==> src/rtl/dpbp_pkg.sv <==
// Package for the depth pixel back-projection core: types, constants, helpers.
package dpbp_pkg;

  localparam int unsigned FRAME_WIDTH  = 320;
  localparam int unsigned FRAME_HEIGHT = 240;

  localparam int unsigned COL_W   = 9;
  localparam int unsigned ROW_W   = 8;
  localparam int unsigned DEPTH_W = 16;
  localparam int unsigned GRAY_W  = 8;
  localparam int unsigned CTR_W   = 10;
  localparam int unsigned FOCAL_W = 24;
  localparam int unsigned OFFS_W  = CTR_W + 1;
  localparam int unsigned MUL_A_W = OFFS_W + DEPTH_W;
  localparam int unsigned MUL_B_W = FOCAL_W + 1;
  localparam int unsigned PROD_W  = MUL_A_W + MUL_B_W;
  localparam int unsigned FRAC_SHIFT = 25;

  localparam int unsigned CFG_IDX_W  = 2;
  localparam int unsigned CFG_DATA_W = FOCAL_W;

  localparam logic [CFG_IDX_W-1:0] CFG_CENTER_X2 = 2'd0;
  localparam logic [CFG_IDX_W-1:0] CFG_CENTER_Y2 = 2'd1;
  localparam logic [CFG_IDX_W-1:0] CFG_INV_FOCAL = 2'd2;

  localparam logic [CTR_W-1:0]   CENTER_X2_RST = 10'd319;
  localparam logic [CTR_W-1:0]   CENTER_Y2_RST = 10'd239;
  localparam logic [FOCAL_W-1:0] INV_FOCAL_RST = 24'd63913;

  localparam logic [COL_W-1:0] COL_LAST = COL_W'(FRAME_WIDTH - 1);
  localparam logic [ROW_W-1:0] ROW_LAST = ROW_W'(FRAME_HEIGHT - 1);

  typedef struct packed {
    logic signed [DEPTH_W-1:0] depth_mm;
    logic [GRAY_W-1:0]         gray_level;
    logic                      frame_start;
  } in_t;

  typedef struct packed {
    logic signed [DEPTH_W-1:0] x_mm;
    logic signed [DEPTH_W-1:0] y_mm;
    logic signed [DEPTH_W-1:0] z_mm;
    logic [GRAY_W-1:0]         gray_out;
    logic [COL_W-1:0]          pixel_col;
    logic [ROW_W-1:0]          pixel_row;
  } out_t;

  // floor(p / 2^FRAC_SHIFT), saturated to 16 bits
  function automatic logic signed [DEPTH_W-1:0] sat_shift(input logic signed [PROD_W-1:0] p);
    logic [PROD_W-FRAC_SHIFT-1:0] q;
    logic                         fits;
    q    = p[PROD_W-1:FRAC_SHIFT];
    fits = (q[PROD_W-FRAC_SHIFT-1:DEPTH_W-1] == '0) ||
           (q[PROD_W-FRAC_SHIFT-1:DEPTH_W-1] == '1);
    if (fits) begin
      sat_shift = q[DEPTH_W-1:0];
    end else if (q[PROD_W-FRAC_SHIFT-1]) begin
      sat_shift = {1'b1, {(DEPTH_W-1){1'b0}}};
    end else begin
      sat_shift = {1'b0, {(DEPTH_W-1){1'b1}}};
    end
  endfunction

endpackage

==> src/rtl/dpbp_mul.sv <==
// Shared signed multiplier with registered product.
module dpbp_mul (
  input  logic                                   clk_i,
  input  logic                                   en_i,
  input  logic signed [dpbp_pkg::MUL_A_W-1:0]    a_i,
  input  logic signed [dpbp_pkg::MUL_B_W-1:0]    b_i,
  output logic signed [dpbp_pkg::PROD_W-1:0]     prod_o
);

  logic signed [dpbp_pkg::PROD_W-1:0] prod_q;
  logic signed [dpbp_pkg::PROD_W-1:0] prod_d;

  assign prod_d = dpbp_pkg::PROD_W'(a_i) * dpbp_pkg::PROD_W'(b_i);

  always_ff @(posedge clk_i) begin
    if (en_i) begin
      prod_q <= prod_d;
    end
  end

  assign prod_o = prod_q;

endmodule

==> src/rtl/depth_pixel_back_projection_core.sv <==
// Top level of the depth pixel back-projection core.
//
// Input channel (in_valid_i / in_stall_o / in_data_i): one depth pixel per
// transfer in raster order; frame_start puts column and row back to zero.
// Output channel (out_valid_o / out_stall_i / out_data_o): one 3-D point per
// pixel with nonzero depth; zero-depth pixels only advance the coordinates.
// Configuration channel (cfg_valid_i / cfg_ready_o): always ready; index 0
// center_x2, 1 center_y2, 2 inv_focal, other indexes are ignored.
// A zero-depth pixel does not stall the input. A nonzero pixel holds off
// the next input transfer through states MX1, MX2, MY1, MY2 and FIN: one
// shared 27x25 multiplier runs offset*depth and then *inv_focal, for x and
// then for y, and FIN loads the output register, from which the point is
// valid on the output. While the receiver stalls, the result holds in the
// output register; the next pixel is still accepted and worked on, and
// only its final load waits for the output register to drain.
// Reset clears the coordinates, the sequencer and output valid and restores
// the register reset values.
module depth_pixel_back_projection_core (
  input  logic                                  clk_i,
  input  logic                                  rst_ni,
  input  logic                                  in_valid_i,
  output logic                                  in_stall_o,
  input  dpbp_pkg::in_t                         in_data_i,
  output logic                                  out_valid_o,
  input  logic                                  out_stall_i,
  output dpbp_pkg::out_t                        out_data_o,
  input  logic                                  cfg_valid_i,
  output logic                                  cfg_ready_o,
  input  logic [dpbp_pkg::CFG_IDX_W-1:0]        cfg_index_i,
  input  logic [dpbp_pkg::CFG_DATA_W-1:0]       cfg_data_i
);

  localparam logic [2:0] ST_IDLE = 3'd0;
  localparam logic [2:0] ST_MX1  = 3'd1;
  localparam logic [2:0] ST_MX2  = 3'd2;
  localparam logic [2:0] ST_MY1  = 3'd3;
  localparam logic [2:0] ST_MY2  = 3'd4;
  localparam logic [2:0] ST_FIN  = 3'd5;

  logic [2:0] state_q, state_d;

  logic [dpbp_pkg::CTR_W-1:0]   cx2_q, cy2_q;
  logic [dpbp_pkg::FOCAL_W-1:0] focal_q;

  logic [dpbp_pkg::COL_W-1:0] column_count_q, column_count_d;
  logic [dpbp_pkg::ROW_W-1:0] row_count_q, row_count_d;
  logic [dpbp_pkg::COL_W-1:0] cur_col;
  logic [dpbp_pkg::ROW_W-1:0] cur_row;

  logic signed [dpbp_pkg::DEPTH_W-1:0] depth_q;
  logic [dpbp_pkg::GRAY_W-1:0]         gray_q;
  logic [dpbp_pkg::COL_W-1:0]          pcol_q;
  logic [dpbp_pkg::ROW_W-1:0]          prow_q;
  logic signed [dpbp_pkg::DEPTH_W-1:0] x_q;

  logic                 out_valid_q, out_valid_d;
  dpbp_pkg::out_t       out_q;

  logic in_acc, nonzero, load_out, mul_en, x_en;
  logic signed [dpbp_pkg::OFFS_W-1:0]  offs_x, offs_y;
  logic signed [dpbp_pkg::MUL_A_W-1:0] mul_a;
  logic signed [dpbp_pkg::MUL_B_W-1:0] mul_b;
  logic signed [dpbp_pkg::PROD_W-1:0]  prod;

  assign cfg_ready_o = 1'b1;
  assign in_stall_o  = (state_q != ST_IDLE);
  assign in_acc      = in_valid_i && !in_stall_o;
  assign nonzero     = (in_data_i.depth_mm != '0);

  always_ff @(posedge clk_i or negedge rst_ni) begin
    if (!rst_ni) begin
      cx2_q   <= dpbp_pkg::CENTER_X2_RST;
      cy2_q   <= dpbp_pkg::CENTER_Y2_RST;
      focal_q <= dpbp_pkg::INV_FOCAL_RST;
    end else if (cfg_valid_i) begin
      unique case (cfg_index_i)
        dpbp_pkg::CFG_CENTER_X2: cx2_q   <= cfg_data_i[dpbp_pkg::CTR_W-1:0];
        dpbp_pkg::CFG_CENTER_Y2: cy2_q   <= cfg_data_i[dpbp_pkg::CTR_W-1:0];
        dpbp_pkg::CFG_INV_FOCAL: focal_q <= cfg_data_i;
        default: ;
      endcase
    end
  end

  // coordinate tracking
  always_comb begin
    cur_col        = in_data_i.frame_start ? '0 : column_count_q;
    cur_row        = in_data_i.frame_start ? '0 : row_count_q;
    column_count_d = cur_col + 1'b1;
    row_count_d    = cur_row;
    if (cur_col >= dpbp_pkg::COL_LAST) begin
      column_count_d = '0;
      row_count_d    = (cur_row >= dpbp_pkg::ROW_LAST) ? '0 : cur_row + 1'b1;
    end
  end

  always_ff @(posedge clk_i or negedge rst_ni) begin
    if (!rst_ni) begin
      column_count_q <= '0;
      row_count_q    <= '0;
    end else if (in_acc) begin
      column_count_q <= column_count_d;
      row_count_q    <= row_count_d;
    end
  end

  always_ff @(posedge clk_i) begin
    if (in_acc && nonzero) begin
      depth_q <= in_data_i.depth_mm;
      gray_q  <= in_data_i.gray_level;
      pcol_q  <= cur_col;
      prow_q  <= cur_row;
    end
    if (x_en) begin
      x_q <= dpbp_pkg::sat_shift(prod);
    end
  end

  assign offs_x = $signed({1'b0, pcol_q, 1'b0}) - $signed({1'b0, cx2_q});
  assign offs_y = $signed({2'b0, prow_q, 1'b0}) - $signed({1'b0, cy2_q});

  // sequencer and multiplier operand select
  always_comb begin
    state_d  = state_q;
    mul_en   = 1'b0;
    x_en     = 1'b0;
    load_out = 1'b0;
    mul_a    = prod[dpbp_pkg::MUL_A_W-1:0];
    mul_b    = $signed({1'b0, focal_q});
    unique case (state_q)
      ST_IDLE: begin
        if (in_acc && nonzero) state_d = ST_MX1;
      end
      ST_MX1: begin
        mul_en  = 1'b1;
        mul_a   = dpbp_pkg::MUL_A_W'(offs_x);
        mul_b   = dpbp_pkg::MUL_B_W'(depth_q);
        state_d = ST_MX2;
      end
      ST_MX2: begin
        mul_en  = 1'b1;
        state_d = ST_MY1;
      end
      ST_MY1: begin
        mul_en  = 1'b1;
        x_en    = 1'b1;
        mul_a   = dpbp_pkg::MUL_A_W'(offs_y);
        mul_b   = dpbp_pkg::MUL_B_W'(depth_q);
        state_d = ST_MY2;
      end
      ST_MY2: begin
        mul_en  = 1'b1;
        state_d = ST_FIN;
      end
      ST_FIN: begin
        if (!(out_valid_q && out_stall_i)) begin
          load_out = 1'b1;
          state_d  = ST_IDLE;
        end
      end
      default: state_d = ST_IDLE;
    endcase
  end

  dpbp_mul u_mul (
    .clk_i  (clk_i),
    .en_i   (mul_en),
    .a_i    (mul_a),
    .b_i    (mul_b),
    .prod_o (prod)
  );

  assign out_valid_d = (out_valid_q && out_stall_i) || load_out;

  always_ff @(posedge clk_i or negedge rst_ni) begin
    if (!rst_ni) begin
      state_q     <= ST_IDLE;
      out_valid_q <= 1'b0;
    end else begin
      state_q     <= state_d;
      out_valid_q <= out_valid_d;
    end
  end

  always_ff @(posedge clk_i) begin
    if (load_out) begin
      out_q.x_mm      <= x_q;
      out_q.y_mm      <= dpbp_pkg::sat_shift(prod);
      out_q.z_mm      <= depth_q;
      out_q.gray_out  <= gray_q;
      out_q.pixel_col <= pcol_q;
      out_q.pixel_row <= prow_q;
    end
  end

  assign out_valid_o = out_valid_q;
  assign out_data_o  = out_q;

endmodule

==> config.mk <==
export PLATFORM = sky130hd
export DESIGN_NAME = depth_pixel_back_projection_core
export DESIGN_NICKNAME = d
export VERILOG_FILES = /design/src/rtl/dpbp_pkg.sv /design/src/rtl/dpbp_mul.sv /design/src/rtl/depth_pixel_back_projection_core.sv
export SDC_FILE = /design/constraint.sdc
export NUM_CORES = 2
export LEC_CHECK = 0
export ABC_CLOCK_PERIOD_IN_PS = 8900
export BUFFER_PORTS_ARGS = -buffer_cell sky130_fd_sc_hd__buf_4
export CAP_MARGIN = 5
export CORE_ASPECT_RATIO = 1.4
export CORE_UTILIZATION = 59
export CTS_CLUSTER_SIZE = 40
export DETAILED_ROUTE_END_ITERATION = 10
export GPL_TIMING_DRIVEN = 0
export PLACE_DENSITY = 0.9
export SLEW_MARGIN = 20
export SYNTH_ARGS = -nofsm -noshare
export SYNTH_HDL_FRONTEND = slang
export SYNTH_SLANG_ARGS = --single-unit
==> constraint.sdc <==
create_clock -name clk_i -period 8.9 [get_ports clk_i]
set_input_delay 0.89 -clock clk_i [delete_from_list [all_inputs] [get_ports clk_i]]
set_output_delay 0.89 -clock clk_i [all_outputs]
set_load 0.005 [all_outputs]
==> results.sh <==
export IMPL_portBuffers=130
export IMPL_numCtsBuffers=25
export IMPL_yosysWarnings=0
export IMPL_drt_pass1_iterations=7
export IMPL_syn_inst=3552
export IMPL_worstPathArrival_ns=9.94
export IMPL_endpoint_kind="flop"
export IMPL_status="complete, but fails checks"
export IMPL_dp_cells=4433
export IMPL_r2r_cells=31
export IMPL_vias=29000
export IMPL_drc_errors=0
export IMPL_cp_slowest_cell="clkbuf_1"
export IMPL_violations="setup timing"
export IMPL_synth_area_leader_cell="fa_1"
export IMPL_synthArstFlopShare_pct=26.3
export IMPL_clk_pin_slew_ns=0.09
export IMPL_layout_drive_gt1_share_pct=19.6
export IMPL_die_y_um=288
export IMPL_dp_hpwl_um=96200
export IMPL_skew_ns=0.0887
export IMPL_grtUsageTotal_pct=46.0
export IMPL_cts_path_max_buffers=3
export IMPL_rr_startpoint="cx2_q[1]$_DFFE_PN1P_"
export IMPL_r2r_end="u_mul.prod_o[45]$_DFFE_PP_"
export IMPL_syn_nets=4478
export IMPL_syn2layout_area_growth_pct=17.7
export IMPL_critPathLaunchType="flop"
export IMPL_clock_latency_ns=0.65
export IMPL_crit_buf_inv=8
export IMPL_wl_per_cell_um=29.1
export IMPL_final_cells=4628
export IMPL_reg2reg_slack_ns=-0.71
export IMPL_post_route_min_period_ns=9.61
export IMPL_hold_viol=0
export IMPL_htreeDepth=1
export IMPL_synth_top_flop_cell="edfxtp_1"
export IMPL_die_w_um=206
export IMPL_nNetsFinal=4791
export IMPL_ys_seq_area_share_pct=20.7
export IMPL_netlist_area_um2=34400
export IMPL_setup_viol=28
export IMPL_grt_pass1_vias=30800
export IMPL_core_area_um2=57500
export IMPL_required_ns=9.22
export IMPL_hold_class="in -> async"
export IMPL_io_pins=132
export IMPL_drtAntennaViolNets=0
export IMPL_dieArea_um2=59300
export IMPL_avgSynthCellArea_um2=9.68
export IMPL_cts_sinks=247
export IMPL_yosys_cell_types_count=71
export IMPL_grt_pass1_wl_um=192000
export IMPL_grt_overflow_total=0
export IMPL_synth_area_top_cells="fa_1, edfxtp_1, inv_1, ha_1, nand2_1"
export IMPL_worstMarginPinSlew_ns=1.23
export IMPL_mostFrequentLayoutCells="inv_1, fa_1, nand2_1, nor2_1, buf_4"
export IMPL_crit_type="reg -> reg"
export IMPL_row_count=104
export IMPL_place_gp_congestion=1.08
export IMPL_rsz0062_at_grt="yes"
export IMPL_crit_path_max_fanout=10
export IMPL_grt_max_degree=66
export IMPL_fin_ws_ns=-0.712
export IMPL_max_freq_mhz=104
export IMPL_cts_hold_buf=0
export IMPL_antenna_found_initial=9
export IMPL_fin_crit_sh_pct=108
export IMPL_cp_top_family="adder cells"
export IMPL_drv_cap=0
export IMPL_viasPerCell=6.27
export IMPL_synth_top_area_share_pct=41.1
export IMPL_wirelength_um=135000
export IMPL_drv_slew=0
export IMPL_drtIter0Drc=3630
export IMPL_relSlewSlack_pct=15.6
export IMPL_synth_edf_count=182
export IMPL_slowest_delay_ns=0.76
export IMPL_clockRootBuffer="clkbuf_16"
export IMPL_cts_tree="yes"
export IMPL_whs_ns=0.403
export IMPL_start_util_pct=59.8
export IMPL_final_common_cell="inv_1"
export IMPL_ys_seq_elements=247
export IMPL_cp_common_cell="fa_1"
Yosys cell counts, types with 23 or more instances:
library cell and instances:
dfstp_2 24, o21ai_0 68, nand3_1 28, a21o_1 28
nor2b_1 24, ha_1 164, nor2_1 367, mux2_2 37
a21oi_1 90, xnor2_1 55, nand2_1 488, nor3_1 28
edfxtp_1 182, mux2i_1 23, fa_1 706, clkbuf_1 106
inv_1 854, dfrtp_1 41
state kept, by name (all words and copies together) (netlist names):
signal / cells
column_count_q: 9
cx2_q: 10
x_q: 16
focal_q: 24
row_count_q: 8
prow_q: 8
out_valid_o: 1
u_mul.prod_o: 52
out_data_o: 73
depth_q: 16
state_q: 3
gray_q: 8
pcol_q: 9
cy2_q: 10
final cells by class:
type	instances	area (um2)
Sequential cell	247	7120
Clock inverter	13	151
Fill cell	4010	17100
Clock buffer	33	666
Buffer	132	891
Antenna cell	2	5.00
Timing Repair Buffer	295	2510
Inverter	854	3220
Tap cell	742	928
Multi-Input combinational cell	2310	25000
cell families after synthesis:
family          after synthesis  synth area share [%]
simple gates               1011                  12.1
buf+inv                     995                  11.0
fa+ha+maj                   870                  47.1
compound gates              293                  5.39
flops                       247                  20.7
xor+xnor                     75                  1.91
mux                          60                  1.88
other cells                   1                0.0109
worst max-delay path by stage:
stage                              start                    endpoint  slack [ns]  depth (start not counted)
floorplan           cx2_q[0]$_DFFE_PN1P_  u_mul.prod_o[45]$_DFFE_PP_        0.07                         35
global placement    cx2_q[0]$_DFFE_PN1P_  u_mul.prod_o[48]$_DFFE_PP_       -1.97                         31
detailed placement  cy2_q[2]$_DFFE_PN1P_  u_mul.prod_o[45]$_DFFE_PP_       -1.93                         34
CTS                 cx2_q[1]$_DFFE_PN1P_  u_mul.prod_o[45]$_DFFE_PP_       -0.39                         36
global route         prow_q[0]$_DFFE_PP_  u_mul.prod_o[51]$_DFFE_PP_       -0.98                         35
finish              cx2_q[1]$_DFFE_PN1P_  u_mul.prod_o[45]$_DFFE_PP_       -0.71                         31
through the flow:
step	cell area [um2]	util (%)	setup WS, ns	setup TNS, ns
2_1_floorplan	34400	-	0.0672	0
3_3_place_gp	36300	63.1	-1.97	-38.91
3_5_place_dp	36600	63.6	-1.93	-42.11
4_1_cts	39600	68.9	-0.392	-2.77
5_1_grt	40500	70.3	-0.977	-19.62
6_report	40500	70.3	-0.712	-11.46
worst register-to-register path: cells and delay by family (launching register included):
family          cells  cell delay [ns]
simple gates        4             0.77
buf+inv             8             1.57
xor+xnor            2             0.21
flops               1             0.54
compound gates      8             2.08
fa+ha+maj           9             4.17
metal layers:
layer  up-vias  track usage [%]  share of wire (%)
li1      11300                -                  -
met1     14200             48.3                 29
met2      2490             70.1                 44
met3      1068             16.1                 14
met4        10             46.8                 14
met5         -                0              0.042
repair_timing:
action | 4_1_cts | 5_1_grt
gates cloned | 2 | 0
pin swaps | 87 | 89
setup endpoints to repair | 33 | 31
buffers inserted | 112 | 48
gates resized for setup | 359 | 160
Power is left out: the tool's default activity adds up to more than one toggle a clock period on the data nets, which glitch-free logic cannot reach.
